## src/rtl/core/rtr_pkg.sv

```systemverilog
// Shared types, codes and helpers for the I2C register transfer sequencer.
`timescale 1ns / 1ps

package rtr_pkg;

    localparam int unsigned MAX_TRANSFER = 256;

    localparam logic [9:0] BYTE_TIME_RESET = 10'd90;

    // command codes carried on the slave-side tuser
    localparam logic [2:0] CMD_START      = 3'd0;
    localparam logic [2:0] CMD_FIFO_SPACE = 3'd1;
    localparam logic [2:0] CMD_BYTE_RX    = 3'd2;
    localparam logic [2:0] CMD_ABORT      = 3'd3;
    localparam logic [2:0] CMD_STOP_DET   = 3'd4;
    localparam logic [2:0] CMD_TIMER_EXP  = 3'd5;

    // result kinds carried on the master-side tuser
    localparam logic [2:0] KIND_NONE      = 3'd0;
    localparam logic [2:0] KIND_CMD_WORD  = 3'd1;
    localparam logic [2:0] KIND_STORE     = 3'd2;
    localparam logic [2:0] KIND_DONE      = 3'd3;
    localparam logic [2:0] KIND_TIMER     = 3'd4;
    localparam logic [2:0] KIND_ABORT_REQ = 3'd5;

    // completion status codes
    localparam logic [2:0] ST_SUCCESS     = 3'd0;
    localparam logic [2:0] ST_USER_ABORT  = 3'd1;
    localparam logic [2:0] ST_ARB_LOST    = 3'd2;
    localparam logic [2:0] ST_UNKNOWN     = 3'd3;
    localparam logic [2:0] ST_BAD_REG     = 3'd4;
    localparam logic [2:0] ST_BAD_DEV     = 3'd5;
    localparam logic [2:0] ST_TIMEOUT     = 3'd6;
    localparam logic [2:0] ST_RESET_REQ   = 3'd7;

    typedef enum logic [4:0] {
        PH_IDLE   = 5'b00001,
        PH_REGADR = 5'b00010,
        PH_DATA   = 5'b00100,
        PH_WAIT   = 5'b01000,
        PH_RESET  = 5'b10000
    } t_phase;

    typedef struct packed {
        logic [2:0]  command;
        logic [6:0]  target_address;
        logic [1:0]  address_length_code;
        logic [31:0] register_address;
        logic [8:0]  transfer_length;
        logic        is_write;
        logic [7:0]  data_byte;
        logic [5:0]  abort_flags;
    } t_item;

    typedef struct packed {
        logic [2:0]  result_kind;
        logic [7:0]  command_byte;
        logic        command_read;
        logic        command_restart;
        logic        command_stop;
        logic [7:0]  store_index;
        logic [7:0]  store_byte;
        logic [2:0]  status_code;
        logic [18:0] timer_load;
        logic [6:0]  device_select;
        logic        feed_done;
    } t_result;

    function automatic logic [2:0] addr_bytes(input logic [1:0] code);
        logic [2:0] n;
        case (code)
            2'd0:    n = 3'd0;
            2'd1:    n = 3'd1;
            2'd2:    n = 3'd2;
            default: n = 3'd4;
        endcase
        return n;
    endfunction

endpackage

```

## src/rtl/core/i2c_register_transfer_sequencer.sv

```systemverilog
// A slave beat is held in the input register; its result is held in the result register.
// Throughput: one beat per cycle unless stalled; every accepted beat yields one result beat.
// Rate is set by the input register, the single-pass sequencer logic and the result register.
// A master-side stall holds both registers and drops o_s_tready only once both are full.
// Reset is synchronous, active low: transfer state goes idle and byte time returns to 90 us.
`timescale 1ns / 1ps

module i2c_register_transfer_sequencer (
    input  logic        i_clk,
    input  logic        i_rst_n,
    // configuration: byte time in microseconds
    input  logic        i_cfg_valid,
    output logic        o_cfg_ready,
    input  logic [9:0]  i_cfg_data,
    // slave side
    input  logic        i_s_tvalid,
    output logic        o_s_tready,
    // tdata: target_address[6:0], address_length_code[8:7], register_address[40:9],
    //        transfer_length[49:41], is_write[50], data_byte[58:51], abort_flags[64:59]
    input  logic [71:0] i_s_tdata,
    // tuser: command[2:0]
    input  logic [2:0]  i_s_tuser,
    // master side
    output logic        o_m_tvalid,
    input  logic        i_m_tready,
    // tdata: command_byte[7:0], command_read[8], command_restart[9], command_stop[10],
    //        store_index[18:11], store_byte[26:19], status_code[29:27],
    //        timer_load[48:30], device_select[55:49], feed_done[56]
    output logic [63:0] o_m_tdata,
    // tuser: result_kind[2:0]
    output logic [2:0]  o_m_tuser
);

    logic [9:0]       r_byte_time;
    logic             r_in_valid;
    rtr_pkg::t_item   r_in_item;
    logic             r_out_valid;
    rtr_pkg::t_result r_out;
    rtr_pkg::t_result w_res;
    logic             w_out_ready;
    logic             w_fire;

    assign o_cfg_ready = 1'b1;

    always_ff @(posedge i_clk) begin
        if (!i_rst_n) begin
            r_byte_time <= rtr_pkg::BYTE_TIME_RESET;
        end else if (i_cfg_valid) begin
            r_byte_time <= i_cfg_data;
        end
    end

    assign w_out_ready = !r_out_valid || i_m_tready;
    assign o_s_tready  = !r_in_valid || w_out_ready;
    assign w_fire      = r_in_valid && w_out_ready;

    always_ff @(posedge i_clk) begin
        if (!i_rst_n) begin
            r_in_valid <= 1'b0;
        end else if (o_s_tready) begin
            r_in_valid <= i_s_tvalid;
        end
    end

    always_ff @(posedge i_clk) begin
        if (i_s_tvalid && o_s_tready) begin
            r_in_item.command             <= i_s_tuser;
            r_in_item.target_address      <= i_s_tdata[6:0];
            r_in_item.address_length_code <= i_s_tdata[8:7];
            r_in_item.register_address    <= i_s_tdata[40:9];
            r_in_item.transfer_length     <= i_s_tdata[49:41];
            r_in_item.is_write            <= i_s_tdata[50];
            r_in_item.data_byte           <= i_s_tdata[58:51];
            r_in_item.abort_flags         <= i_s_tdata[64:59];
        end
    end

    rtr_seq u_seq (
        .i_clk       (i_clk),
        .i_rst_n     (i_rst_n),
        .i_fire      (w_fire),
        .i_item      (r_in_item),
        .i_byte_time (r_byte_time),
        .o_result    (w_res)
    );

    always_ff @(posedge i_clk) begin
        if (!i_rst_n) begin
            r_out_valid <= 1'b0;
        end else if (w_out_ready) begin
            r_out_valid <= w_fire;
        end
    end

    always_ff @(posedge i_clk) begin
        if (w_fire) begin
            r_out <= w_res;
        end
    end

    assign o_m_tvalid = r_out_valid;
    assign o_m_tuser  = r_out.result_kind;
    assign o_m_tdata  = {7'd0,
                         r_out.feed_done,
                         r_out.device_select,
                         r_out.timer_load,
                         r_out.status_code,
                         r_out.store_byte,
                         r_out.store_index,
                         r_out.command_stop,
                         r_out.command_restart,
                         r_out.command_read,
                         r_out.command_byte};

endmodule

```

## src/rtl/core/rtr_seq.sv

```systemverilog
// Transfer state and per-beat result logic of the register transfer sequencer.
`timescale 1ns / 1ps

module rtr_seq (
    input  logic            i_clk,
    input  logic            i_rst_n,
    input  logic            i_fire,
    input  rtr_pkg::t_item  i_item,
    input  logic [9:0]      i_byte_time,
    output rtr_pkg::t_result o_result
);

    rtr_pkg::t_phase r_phase, n_phase;
    logic [8:0]  r_sent_count, n_sent_count;
    logic [8:0]  r_recv_count, n_recv_count;
    logic [31:0] r_held_radr, n_held_radr;
    logic [1:0]  r_held_alc, n_held_alc;
    logic [8:0]  r_held_length, n_held_length;
    logic        r_held_write, n_held_write;
    logic        r_timed_out, n_timed_out;

    rtr_pkg::t_result w_res;
    logic [8:0]  w_len;
    logic [9:0]  w_total;
    logic [19:0] w_prod;
    logic [9:0]  w_sent_inc;
    logic        w_last;
    logic        w_busy;
    logic [2:0]  w_abort_st;
    logic [31:0] w_radr_shift;

    assign w_busy = (r_phase == rtr_pkg::PH_REGADR) || (r_phase == rtr_pkg::PH_DATA)
                 || (r_phase == rtr_pkg::PH_WAIT);

    // clamp the requested length into 1..MAX_TRANSFER
    always_comb begin
        w_len = i_item.transfer_length;
        if (w_len == 9'd0) begin
            w_len = 9'd1;
        end
        if (32'(i_item.transfer_length) > rtr_pkg::MAX_TRANSFER) begin
            w_len = 9'(rtr_pkg::MAX_TRANSFER);
        end
    end

    assign w_total = 10'(w_len) + 10'(rtr_pkg::addr_bytes(i_item.address_length_code))
                   + 10'(!i_item.is_write) + 10'd2;
    assign w_prod  = 20'(w_total) * 20'(i_byte_time);

    assign w_sent_inc   = 10'(r_sent_count) + 10'd1;
    assign w_last       = w_sent_inc >= 10'(r_held_length);
    assign w_radr_shift = r_held_radr >> {r_sent_count[1:0], 3'b000};

    always_comb begin
        if (r_timed_out) begin
            w_abort_st = rtr_pkg::ST_TIMEOUT;
        end else if (i_item.abort_flags[5]) begin
            w_abort_st = rtr_pkg::ST_BAD_DEV;
        end else if (i_item.abort_flags[4]) begin
            w_abort_st = rtr_pkg::ST_BAD_REG;
        end else if (i_item.abort_flags[3] || i_item.abort_flags[2]) begin
            w_abort_st = rtr_pkg::ST_UNKNOWN;
        end else if (i_item.abort_flags[1]) begin
            w_abort_st = rtr_pkg::ST_ARB_LOST;
        end else if (i_item.abort_flags[0]) begin
            w_abort_st = rtr_pkg::ST_USER_ABORT;
        end else begin
            w_abort_st = rtr_pkg::ST_UNKNOWN;
        end
    end

    always_comb begin
        w_res         = '0;
        n_phase       = r_phase;
        n_sent_count  = r_sent_count;
        n_recv_count  = r_recv_count;
        n_held_radr   = r_held_radr;
        n_held_alc    = r_held_alc;
        n_held_length = r_held_length;
        n_held_write  = r_held_write;
        n_timed_out   = r_timed_out;
        if (r_phase != rtr_pkg::PH_RESET) begin
            case (i_item.command)
                rtr_pkg::CMD_START: begin
                    if (r_phase == rtr_pkg::PH_IDLE) begin
                        n_held_radr   = i_item.register_address;
                        n_held_alc    = i_item.address_length_code;
                        n_held_length = w_len;
                        n_held_write  = i_item.is_write;
                        n_sent_count  = '0;
                        n_recv_count  = '0;
                        n_timed_out   = 1'b0;
                        n_phase       = (i_item.address_length_code == 2'd0)
                                        ? rtr_pkg::PH_DATA : rtr_pkg::PH_REGADR;
                        w_res.result_kind   = rtr_pkg::KIND_TIMER;
                        w_res.timer_load    = w_prod[18:0];
                        w_res.device_select = i_item.target_address;
                    end
                end
                rtr_pkg::CMD_FIFO_SPACE: begin
                    if (r_phase == rtr_pkg::PH_REGADR) begin
                        w_res.result_kind  = rtr_pkg::KIND_CMD_WORD;
                        w_res.command_byte = w_radr_shift[7:0];
                        n_sent_count       = w_sent_inc[8:0];
                        if (w_sent_inc >= 10'(rtr_pkg::addr_bytes(r_held_alc))) begin
                            n_sent_count = '0;
                            n_phase      = rtr_pkg::PH_DATA;
                        end
                    end else if (r_phase == rtr_pkg::PH_DATA) begin
                        w_res.result_kind     = rtr_pkg::KIND_CMD_WORD;
                        w_res.command_byte    = r_held_write ? i_item.data_byte : 8'd0;
                        w_res.command_read    = !r_held_write;
                        // repeated start only on the first data word after an address
                        w_res.command_restart = (r_sent_count == 9'd0) && (r_held_alc != 2'd0);
                        w_res.command_stop    = w_last;
                        w_res.feed_done       = w_last;
                        n_sent_count          = w_sent_inc[8:0];
                        if (w_last) begin
                            n_phase = rtr_pkg::PH_WAIT;
                        end
                    end else begin
                        w_res.feed_done = 1'b1;
                    end
                end
                rtr_pkg::CMD_BYTE_RX: begin
                    if ((r_phase == rtr_pkg::PH_DATA || r_phase == rtr_pkg::PH_WAIT)
                        && !r_held_write && (r_recv_count < r_held_length)) begin
                        w_res.result_kind = rtr_pkg::KIND_STORE;
                        w_res.store_index = r_recv_count[7:0];
                        w_res.store_byte  = i_item.data_byte;
                        n_recv_count      = r_recv_count + 9'd1;
                    end
                end
                rtr_pkg::CMD_ABORT: begin
                    if (w_busy) begin
                        w_res.result_kind = rtr_pkg::KIND_DONE;
                        w_res.status_code = w_abort_st;
                        n_phase           = rtr_pkg::PH_IDLE;
                    end
                end
                rtr_pkg::CMD_STOP_DET: begin
                    if (w_busy) begin
                        w_res.result_kind = rtr_pkg::KIND_DONE;
                        w_res.status_code = rtr_pkg::ST_SUCCESS;
                        n_phase           = rtr_pkg::PH_IDLE;
                    end
                end
                rtr_pkg::CMD_TIMER_EXP: begin
                    if (w_busy) begin
                        if (!r_timed_out) begin
                            n_timed_out       = 1'b1;
                            w_res.result_kind = rtr_pkg::KIND_ABORT_REQ;
                            w_res.timer_load  = 19'({i_byte_time, 1'b0});
                        end else begin
                            // second expiry: lock up until reset
                            n_phase           = rtr_pkg::PH_RESET;
                            w_res.result_kind = rtr_pkg::KIND_DONE;
                            w_res.status_code = rtr_pkg::ST_RESET_REQ;
                        end
                    end
                end
                default: begin
                end
            endcase
        end
    end

    assign o_result = w_res;

    always_ff @(posedge i_clk) begin
        if (!i_rst_n) begin
            r_phase       <= rtr_pkg::PH_IDLE;
            r_sent_count  <= '0;
            r_recv_count  <= '0;
            r_held_radr   <= '0;
            r_held_alc    <= '0;
            r_held_length <= '0;
            r_held_write  <= 1'b0;
            r_timed_out   <= 1'b0;
        end else if (i_fire) begin
            r_phase       <= n_phase;
            r_sent_count  <= n_sent_count;
            r_recv_count  <= n_recv_count;
            r_held_radr   <= n_held_radr;
            r_held_alc    <= n_held_alc;
            r_held_length <= n_held_length;
            r_held_write  <= n_held_write;
            r_timed_out   <= n_timed_out;
        end
    end

`ifndef SYNTH
    a_stop_enters_wait: assert property (@(posedge i_clk) disable iff (!i_rst_n)
        (i_fire && w_res.result_kind == rtr_pkg::KIND_CMD_WORD && w_res.command_stop)
        |=> (r_phase == rtr_pkg::PH_WAIT))
        else $error("stop word did not move the sequencer to wait");

    a_reset_sticky: assert property (@(posedge i_clk) disable iff (!i_rst_n)
        (r_phase == rtr_pkg::PH_RESET) |=> (r_phase == rtr_pkg::PH_RESET))
        else $error("reset-needed phase was left without reset");

    a_recv_bounded: assert property (@(posedge i_clk) disable iff (!i_rst_n)
        r_recv_count <= r_held_length)
        else $error("received count ran past the transfer length");

    a_regadr_bounded: assert property (@(posedge i_clk) disable iff (!i_rst_n)
        (r_phase == rtr_pkg::PH_REGADR)
        |-> (10'(r_sent_count) < 10'(rtr_pkg::addr_bytes(r_held_alc))))
        else $error("address byte count ran past the address length");
`endif

endmodule
```

## config.mk

```make
export PLATFORM = sky130hd
export DESIGN_NAME = i2c_register_transfer_sequencer
export DESIGN_NICKNAME = d
export VERILOG_FILES = /design/src/rtl/core/rtr_pkg.sv /design/src/rtl/core/i2c_register_transfer_sequencer.sv /design/src/rtl/core/rtr_seq.sv
export SDC_FILE = /design/constraint.sdc
export NUM_CORES = 1
export LEC_CHECK = 0
export ABC_CLOCK_PERIOD_IN_PS = 13500
export BUFFER_PORTS_ARGS = -buffer_cell sky130_fd_sc_hd__buf_2
export CORE_AREA = 10 10 151 153
export CTS_CLUSTER_DIAMETER = 60
export DETAILED_ROUTE_END_ITERATION = 8
export DIE_AREA = 0 0 161 163
export GPL_ROUTABILITY_DRIVEN = 0
export GPL_TIMING_DRIVEN = 0
export PLACE_DENSITY = 0.85
export SYNTH_ARGS = -nofsm -noshare
export SYNTH_HDL_FRONTEND = slang
export SYNTH_HIERARCHICAL = 1
export SYNTH_SLANG_ARGS = --single-unit
```

## constraint.sdc

```tcl
create_clock -name i_clk -period 13.5 [get_ports i_clk]
set_input_delay 2.025 -clock i_clk [delete_from_list [all_inputs] [get_ports i_clk]]
set_output_delay 2.025 -clock i_clk [all_outputs]
set_load 0.02 [all_outputs]
```

==> results of run 1 <==
[power groups by stage]
stage | Combinational (mW) | Clock [mW] | Sequential (mW)
2_1_floorplan | 0.549 | 0 | 0.744
3_3_place_gp | 0.691 | 0 | 0.734
3_5_place_dp | 0.713 | 0 | 0.732
4_1_cts | 0.721 | 0.653 | 0.719
5_1_grt | 0.824 | 0.682 | 0.721
6_report | 0.726 | 0.644 | 0.719
[cell families after synthesis]
group / Yosys count / share of synthesized area
AOI/OAI and AO/OA: 196 / 0.101
other: 4 / 0.00122
buffers and inverters: 149 / 0.0504
and+or+nand+nor: 414 / 0.172
muxes: 25 / 0.0285
xor gates and xnor gates: 28 / 0.0200
adders and majority gates: 143 / 0.184
DFF: 208 / 0.443
[critical path, delay by kind of cell (launching register included)]
family                     cells  cell delay (ns)
AOI/OAI and AO/OA              5             0.98
adders and majority gates      9             3.79
DFF                            1             0.45
buffers and inverters          7             0.38
and+or+nand+nor                6             2.08
xor gates and xnor gates       2             0.30
[cell usage after synthesis, types with 15 or more instances]
cell type / number
nand2_1: 142
edfxtp_1: 128
inv_1: 90
dfxtp_1: 80
ha_1: 80
a21oi_1: 79
and2_1: 66
fa_1: 63
nor2_1: 54
clkbuf_1: 41
o21ai_0: 40
nor2b_1: 28
nand3_1: 24
nand2b_1: 23
xnor2_1: 18
mux2i_1: 17
nor3_1: 15
or3_1: 15
[worst max-delay path by stage]
stage / startpoint / end / slack (ns) / depth (start not counted)
finish: r_in_item[22] / o_m_tdata[40] / 5.22 / 29
global placement: i_m_tready / u_seq/r_recv_count[7] / 4.88 / 9
floorplan: r_in_item[22] / o_m_tdata[40] / 6.18 / 29
global route: r_in_item[22] / o_m_tdata[40] / 4.82 / 29
CTS: r_in_item[22] / o_m_tdata[40] / 5.31 / 29
detailed placement: r_in_item[22] / o_m_tdata[40] / 5.36 / 29
[flip-flops by register name (all words and copies together), names as in the netlist]
| signal | cells |
|---|---|
| o_m_tdata | 57 |
| o_m_tuser | 3 |
| o_m_tvalid | 1 |
| r_byte_time | 10 |
| r_in_item | 68 |
| r_in_valid | 1 |
| u_seq/r_held_alc | 2 |
| u_seq/r_held_length | 9 |
| u_seq/r_held_radr | 32 |
| u_seq/r_held_write | 1 |
| u_seq/r_phase | 5 |
| u_seq/r_recv_count | 9 |
| u_seq/r_sent_count | 9 |
| u_seq/r_timed_out | 1 |
[per-layer routing]
metal	up-vias	global-route usage
met2	444	0.346
met3	66	0.0410
met5	-	0
met1	4425	0.300
li1	4409	-
met4	0	0.0624
[layout make-up]
class	instances	area, um2
Fill cell	1423	5630
Buffer	59	282
Clock buffer	32	681
Inverter	90	338
Sequential cell	208	5450
Clock inverter	12	125
Tap cell	270	338
Multi-Input combinational cell	823	6290
Timing Repair Buffer	146	776
==> qor.yml, run 1 <==
port_buffers: 143
synth-main-ff-cell: "edfxtp_1"
cts_resized: 0
drt-met1-wl_um: 12300
crit_fanout: 10
ys_seq_area_frac: 0.443
synth_area_leaders: "edfxtp_1 (31%), dfxtp_1 (13%), fa_1 (10%)"
top_layer: "met4"
cp-end-kind: "register"
remaining_drc_errors: 0
dieArea_um2: 26200
vias: 9344
cp-start-kind: "register"
avgRoutedWirePerCell_um: 17.7
antenna_found_initial: 0
clock.fmax_ghz: 0.121
synth_edf_count: 128
ctsHoldBuffers: 0
ios: 160
worstRegToRegCells: 29
crit_path_top_delay_cell: "nor2_1"
grt_overflow: 0
grtUsageTotal: 0.218
area_growth_pct: 16.2
path_class: "register to register"
hold_viol_final: 0
p_total_mw: 2.09
ir_worst_vdd_uv: 119
synth.distinct_cells: 73
seqPwrFrac: 0.344
start_util: 0.617
layout_common_cells: "buf_2 (148), nand2_1 (142), edfxtp_1 (128)"
worstMarginPinSlew_ns: 1.00
cts.sinks: 208
cts_tree: "done"
hp-class: "register to register"
rsz0062_at_grt: "false"
mostFrequentLayoutCell: "buf_2"
n_antenna_cell: 0
cts_max_level: 1
dieHeight_um: 163
synth_area_per_cell_um2: 10.5
ys_ff_latch: 208
first_pass_iters: 6
hp-start: "u_seq/r_held_radr[17]"
intPower_mw: 1.39
synth_area_leader_cell: "edfxtp_1"
cts_setup_buffers: 0
holdPathStages: 2
netlist.area_leader.share: 0.313
fin_util: 0.717
fin_tns_setup_ns: 0
combinationalPowerShare: 0.347
slew_headroom: 0.325
synthCells: 1167
place_area_um2: 13500
antenna_left: 0
drt_iter0_markers: 675
power_density_nw_per_um2: 146
pre_cts_slack_ns: 5.36
status: "complete, no violations"
leakage_nw: 5.92
grt_pass1_vias: 9378
drive_above_1_share: 0.166
pwr-share-clk: 0.308
die_w_um: 161
stdcell_area_um2: 14300
async_flop_share: 0
worstPathArrival_ns: 8.55
coreArea_um2: 19900
wl_met2_um: 13300
min_to: "u_seq/r_held_radr[17]"
clk_pin_slew_worst_paths_ns: 0.06
fin_nets: 1585
max_cap_violations: 0
skew_ns: 0.0200
swShare: 0.336
placed_cells: 1596
setup_viol: 0
grt_max_degree: 34
timing.rr.end: "o_m_tdata[40]"
holdWs_ns: 0.458
finalCritPeriodShare: 0.614
fin_crit_ns: 8.28
grt_pass1_wl_um: 47600
fin_cells: 1640
clk_root_buffer_cell: "clkbuf_16"
crit_required_ns: 13.77
wirelength_um: 29000
slew_violations: 0
dp_hpwl_um: 21300
cp_slowest_stage_delay_ns: 0.60
rows: 52
insertion_delay_ns: 0.54
r2r_start: "r_in_item[22]"
cts_buffers: 24
clk_path_buf_depth: 3
setup_slack_ns: 5.22
yosys_warnings: 6
p_sw_mw: 0.702
viasPerCell: 5.70
route.met3.wl_um: 2700
rrSetupSlack_ns: 5.22
syn_area_um2: 12300
Note: power is estimated with default switching activity, not from simulation.
==> run 2: changes to the inputs <==
Settings changed: ABC_AREA from default to 1, ABC_CLOCK_PERIOD_IN_PS 13500 to 6900, CORE_AREA 10 10 151 153 to 10 10 164 166, DIE_AREA 0 0 161 163 to 0 0 174 176, PLACE_DENSITY 0.85 to 0.76.
Clock period 13.5 ns to 6.9 ns, I/O delays scaled along.
==> qor.yml, run 2 <==
crit_top_cell: "fa_1"
p_total_mw: 4.62  # was 2.09 mW
holdWs_ns: 0.466  # was 0.458 ns
port_buffers: 144  # was 143
cts_buffers: 24  # unchanged
antenna_left: 0  # unchanged
dp_hpwl_um: 23500  # was 21300 um
crit_path_top_delay_cell: "fa_1"  # was nor2_1
power_density_nw_per_um2: 313  # was 146 nW/um2
place_area_um2: 13600  # was 13500 um2
ys_seq_area_frac: 0.440  # was 0.443
dieHeight_um: 176  # was 163 um
fin_nets: 1780  # was 1585
fin_crit_ns: 6.69  # was 8.28 ns
avgRoutedWirePerCell_um: 16.5  # was 17.7 um
n_antenna_cell: 0  # unchanged
synth_most_common_cell: "inv_1"  # was nand2_1
worstPathArrival_ns: 6.96  # was 8.55 ns
setup_viol: 0  # unchanged
start_util: 0.520  # was 0.617
status: "complete, no violations"  # unchanged
vias: 9912  # was 9344
rows: 57  # was 52
crit_required_ns: 7.17  # was 13.77 ns
remaining_drc_errors: 0  # unchanged
viasPerCell: 5.25  # was 5.70
drt_iter0_markers: 759  # was 675
grt_max_degree: 40  # was 34
grt_pass1_vias: 9797  # was 9378
cts_max_level: 1  # unchanged
antenna_found_initial: 0  # unchanged
hp-class: "register to register"  # unchanged
clk_pin_slew_worst_paths_ns: 0.06  # about the same
largest_reg_flops: 68  # unchanged
grt_overflow: 0  # unchanged
synthCells: 1348  # was 1167
cts_tree: "done"  # unchanged
yosys_warnings: 6  # unchanged
drive_above_1_share: 0.217  # was 0.166
layout_common_cells: "inv_1 (209), nand2_1 (194), nor2_1 (163)"  # was buf_2 (148), nand2_1 (142), edfxtp_1 (128)
ctsHoldBuffers: 0  # unchanged
first_pass_iters: 7  # was 6
fin_tns_setup_ns: 0  # unchanged
syn_area_um2: 12400  # was 12300 um2
mostFrequentLayoutCell: "inv_1"  # was buf_2
insertion_delay_ns: 0.53  # was 0.54 ns
cts.sinks: 208  # unchanged
cp_slowest_stage_delay_ns: 0.57  # was 0.60 ns
async_flop_share: 0  # unchanged
crit_fanout: 6  # was 10
synth_area_leader_cell: "edfxtp_1"  # unchanged
synth_area_per_cell_um2: 9.19  # was 10.5 um2
area_growth_pct: 19.2  # was 16.2%
max_cap_violations: 0  # unchanged
cp-end-kind: "register"  # unchanged
ys_ff_latch: 208  # unchanged
top_register: "r_in_item"  # unchanged
cp_top_family: "adder cells"  # unchanged
finalCritPeriodShare: 0.970  # was 0.614
path_class: "register to register"  # unchanged
grtUsageTotal: 0.197  # was 0.218
skew_ns: 0.0118  # was 0.0200 ns
synth-main-ff-cell: "edfxtp_1"  # unchanged
fin_util: 0.620  # was 0.717
slew_violations: 0  # unchanged
die_w_um: 174  # was 161 um
netlist.area_leader.share: 0.310  # was 0.313
path_buf_inv: 6  # was 7
ios: 160  # unchanged
clk_root_buffer_cell: "clkbuf_16"  # unchanged
grt_pass1_wl_um: 49400  # was 47600 um
synth_area_leaders: "edfxtp_1 (31%), dfxtp_1 (13%), fa_1 (10%)"  # unchanged
synth_edf_count: 128  # unchanged
coreArea_um2: 23800  # was 19900 um2
slew_headroom: 0.497  # was 0.325
dieArea_um2: 30600  # was 26200 um2
cp-start-kind: "register"  # unchanged
clk_path_buf_depth: 3  # unchanged
synth_commonest_cells: "inv_1 (218), nand2_1 (200), nor2_1 (164), edfxtp_1 (128)"  # was nand2_1 (142), edfxtp_1 (128), inv_1 (90), dfxtp_1 (80), ha_1 (80)
worstMarginPinSlew_ns: 0.752  # was 1.00 ns
stdcell_area_um2: 14800  # was 14300 um2
rrSetupSlack_ns: 0.21  # was 5.22 ns
ir_worst_vdd_uv: 267  # was 119 uV
synth.distinct_cells: 50  # was 73
clock.fmax_ghz: 0.149  # was 0.121 GHz
wirelength_um: 31100  # was 29000 um
leakage_nw: 6.69  # was 5.92 nW
hold_viol_final: 0  # unchanged
run 2: changes by cell type in the layout (fill, tap and decap cells not counted), moves of 16 or more:
cell      before  now
a211oi_1       1   18
and2_1        66    3
clkbuf_1      44   20
inv_1         90  209
inv_2          0   19
mux2i_1       17    0
nand2_1      142  194
nand2b_1      23    0
nand3_1       24   47
nor2_1        54  163
nor2_2         0   16
nor2b_1       27    0
o21ai_0       40   69
run 2: per-layer routing:
metal  part of all wire  global-route usage  wire (um)  vias up
li1                   -                   -          -     4769
met1               0.42               0.253      13200     4644
met2               0.46               0.321      14500      412
met3              0.077              0.0421       2410       87
met4              0.035              0.0734       1090        0
met5                  0                   0          0        -
run 2: path summary, 6_finish.rpt:
kind | depth (start not counted) | endpoint | startpoint
worst min register to register | 2 | u_seq/r_held_radr[7] | u_seq/r_held_radr[7]
worst min-delay path | 2 | u_seq/r_held_radr[7] | u_seq/r_held_radr[7]
worst max-delay path | 30 | o_m_tdata[46] | r_in_item[16]
worst max register to register | 30 | o_m_tdata[46] | r_in_item[16]
run 2: tightest hold or removal path, cell delays in order (launching register included):
cell and delay (ns):
dfxtp_1 0.29, inv_1 0.06, a211oi_1 0.06
run 2: stage by stage:
stage | setup WS, ns | instances
floorplan | 0.174 | 1361
global placement | -0.867 | 1829
detailed placement | -0.646 | 1832
CTS | 0.00359 | 1880
global route | -0.0471 | 1888
finish | 0.209 | 1888
run 2: power breakdown:
| group | switching (mW) | internal [mW] | leakage, nW |
|---|---|---|---|
| combinational | 1.19 | 0.802 | 4.43 |
| clock | 0.518 | 0.703 | 0.377 |
| sequential | 0.0262 | 1.38 | 1.88 |
run 2: final cells by class:
type,instances,area (um2)
Fill cell,1987,9060
Multi-Input combinational cell,881,6130
Clock inverter,11,90.1
Sequential cell,208,5450
Timing Repair Buffer,160,886
Inverter,230,866
Clock buffer,32,682
Tap cell,324,405
Buffer,42,255
run 2: logic make-up after synthesis:
logic type                 share of synthesized area
and+or+nand+nor                                0.182
AOI/OAI and AO/OA                             0.0960
buffers and inverters                         0.0903
adders and majority gates                      0.183
DFF                                            0.440
xor gates and xnor gates                     0.00778
other                                        0.00121
run 2: timing repair:
item,in CTS,in global routing
pin swaps,3,28
setup endpoints to repair,11,12
setup buffers,5,8
gates resized for setup,17,51
==> run 3: changes to the inputs <==
Settings changed: CELL_PAD_IN_SITES_DETAIL_PLACEMENT from default to 2, CELL_PAD_IN_SITES_GLOBAL_PLACEMENT from default to 2, CORE_AREA 10 10 164 166 to 10 10 205 207, DIE_AREA 0 0 174 176 to 0 0 215 217, PLACE_DENSITY 0.76 to 0.77.
==> qor.yml, run 3 (synthesis results as in run 2) <==
stdcell_area_um2: 15500  # was 14800 um2
crit_path_top_delay_cell: "fa_1"  # unchanged
insertion_delay_ns: 0.59  # was 0.53 ns
dieArea_um2: 46700  # was 30600 um2
drive_above_1_share: 0.236  # was 0.217
power_density_nw_per_um2: 345  # was 313 nW/um2
clk_root_buffer_cell: "clkbuf_16"  # unchanged
grt_max_degree: 69  # was 40
ctsHoldBuffers: 0  # unchanged
path_buf_inv: 10  # was 6
wirelength_um: 42700  # was 31100 um
slew_violations: 0  # unchanged
p_total_mw: 5.33  # was 4.62 mW
slew_headroom: 0.395  # was 0.497
clk_path_buf_depth: 3  # unchanged
max_cap_violations: 0  # unchanged
setup_slack_ns: 0.0935  # was 0.209 ns
vias: 10201  # was 9912
fillers: 4175  # was 1987
skew_ns: 0.0153  # was 0.0118 ns
worstMarginPinSlew_ns: 0.907  # was 0.752 ns
hp-class: "register to register"  # unchanged
layout_common_cells: "inv_1 (204), nand2_1 (191), nor2_1 (162)"  # was inv_1 (209), nand2_1 (194), nor2_1 (163)
avgRoutedWirePerCell_um: 20.3  # was 16.5 um
crit_top_cell: "inv_2"  # was fa_1
cts_buffers: 30  # was 24
cp_top_family: "adder cells"  # unchanged
path_class: "register to register"  # unchanged
cts_tree: "done"  # unchanged
crit_fanout: 5  # was 6
area_growth_pct: 24.8  # was 19.2%
port_buffers: 144  # unchanged
ios: 160  # unchanged
rows: 72  # was 57
grt_overflow: 0  # unchanged
top_register: "r_in_item"  # unchanged
rsz0062_at_grt: "true"
place_area_um2: 13900  # was 13600 um2
drt_iter0_markers: 410  # was 759
coreArea_um2: 38100  # was 23800 um2
die_w_um: 215  # was 174 um
grt_pass1_vias: 11599  # was 9797
cp-end-kind: "register"  # unchanged
first_pass_iters: 4  # was 7
cts_max_level: 1  # unchanged
dieHeight_um: 217  # was 176 um
grtUsageTotal: 0.176  # was 0.197
leakage_nw: 6.88  # was 6.69 nW
cts.sinks: 208  # unchanged
start_util: 0.325  # was 0.520
grt_pass1_wl_um: 65800  # was 49400 um
worstPathArrival_ns: 7.14  # was 6.96 ns
n_antenna_cell: 0  # unchanged
remaining_drc_errors: 0  # unchanged
cp_slowest_stage_delay_ns: 0.53  # was 0.57 ns
ir_worst_vdd_uv: 251  # was 267 uV
pre_cts_slack_ns: -1.03  # was -0.646 ns
hold_viol_final: 0  # unchanged
setup_viol: 0  # unchanged
fin_nets: 1795  # was 1780
dp_hpwl_um: 32200  # was 23500 um
viasPerCell: 4.85  # was 5.25
finalCritPeriodShare: 0.986  # was 0.970
clock.fmax_ghz: 0.147  # was 0.149 GHz
mostFrequentLayoutCell: "inv_1"  # unchanged
antenna_found_initial: 0  # unchanged
antenna_left: 0  # unchanged
crit_required_ns: 7.24  # was 7.17 ns
largest_reg_flops: 68  # unchanged
fin_crit_ns: 6.81  # was 6.69 ns
status: "complete, no violations"  # unchanged
cp-start-kind: "register"  # unchanged
clk_pin_slew_worst_paths_ns: 0.06  # about the same
==> run 3: cell count changes in the layout (fill, tap and decap cells not counted), moves of 3 or more <==
cell | before | now
o21ai_0 | 69 | 66
nand2_2 | 12 | 16
inv_2 | 19 | 22
inv_6 | 0 | 3
ha_4 | 5 | 8
clkbuf_16 | 25 | 30
nand3_1 | 47 | 50
nand2_1 | 194 | 191
nand3_2 | 9 | 6
ha_1 | 74 | 71
bufinv_16 | 0 | 5
inv_1 | 209 | 204
buf_4 | 23 | 32
==> run 3: path summary, 6_finish.rpt <==
kind / slack (ns) / cells after the start / end / startpoint
setup / recovery: 0.09 / 35 / o_m_tdata[45] / r_in_item[16]
hold reg to reg: 0.46 / 2 / r_byte_time[1] / r_byte_time[1]
setup reg to reg: 0.09 / 35 / o_m_tdata[45] / r_in_item[16]
hold / removal: 0.46 / 2 / r_byte_time[1] / r_byte_time[1]
==> run 3: power breakdown <==
group	switching [mW]	internal, mW	leakage, nW
combinational	1.35	0.885	4.47
clock	0.634	1.04	0.531
sequential	0.0287	1.38	1.88
==> run 3: per-stage QoR <==
stage / hold slack [ns] / utilization / cells / TNS [ns]
floorplan: 0.427 / - / 1361 / 0
global placement: 0.443 / 0.362 / 2023 / -105.34
detailed placement: 0.450 / 0.364 / 2025 / -8.41
CTS: 0.466 / 0.400 / 2095 / -0.00357
global route: 0.501 / 0.406 / 2104 / -1.81
finish: 0.463 / 0.406 / 2104 / 0
==> run 3: per-layer routing <==
layer | track usage | wire (um)
met2 | 0.303 | 21100
met5 | 0 | 0
met4 | 0.0446 | 816
met3 | 0.0294 | 1730
met1 | 0.226 | 19000
==> run 3: repair_timing <==
item                                    in CTS  in global routing
endpoints found under the setup margin      12                 12
endpoints found under the hold margin        0                  0
pin swaps                                   20                 36
buffers inserted                            14                  9
resized for setup                           45                 44
==> run 3: cell type report <==
class	instances	area, um2	area share
sequential	208	5450	0.352
clock buffer	38	821	0.0531
buffer	42	255	0.0165
tap	518	648	0.0419
clock inverter	18	278	0.0180
timing repair buffer	169	937	0.0606
inverter	230	871	0.0563
multi-input combinational	881	6200	0.401
==> run 3: worst register-to-register path, delay by kind of cell, from the launching register on <==
family | cells | cell delay [ns]
flip-flops | 1 | 0.45
buffers and inverters | 10 | 0.67
AND/OR/NAND/NOR | 10 | 1.02
AO/OA/AOI/OAI | 6 | 0.77
adder cells (fa/ha/maj) | 9 | 3.66
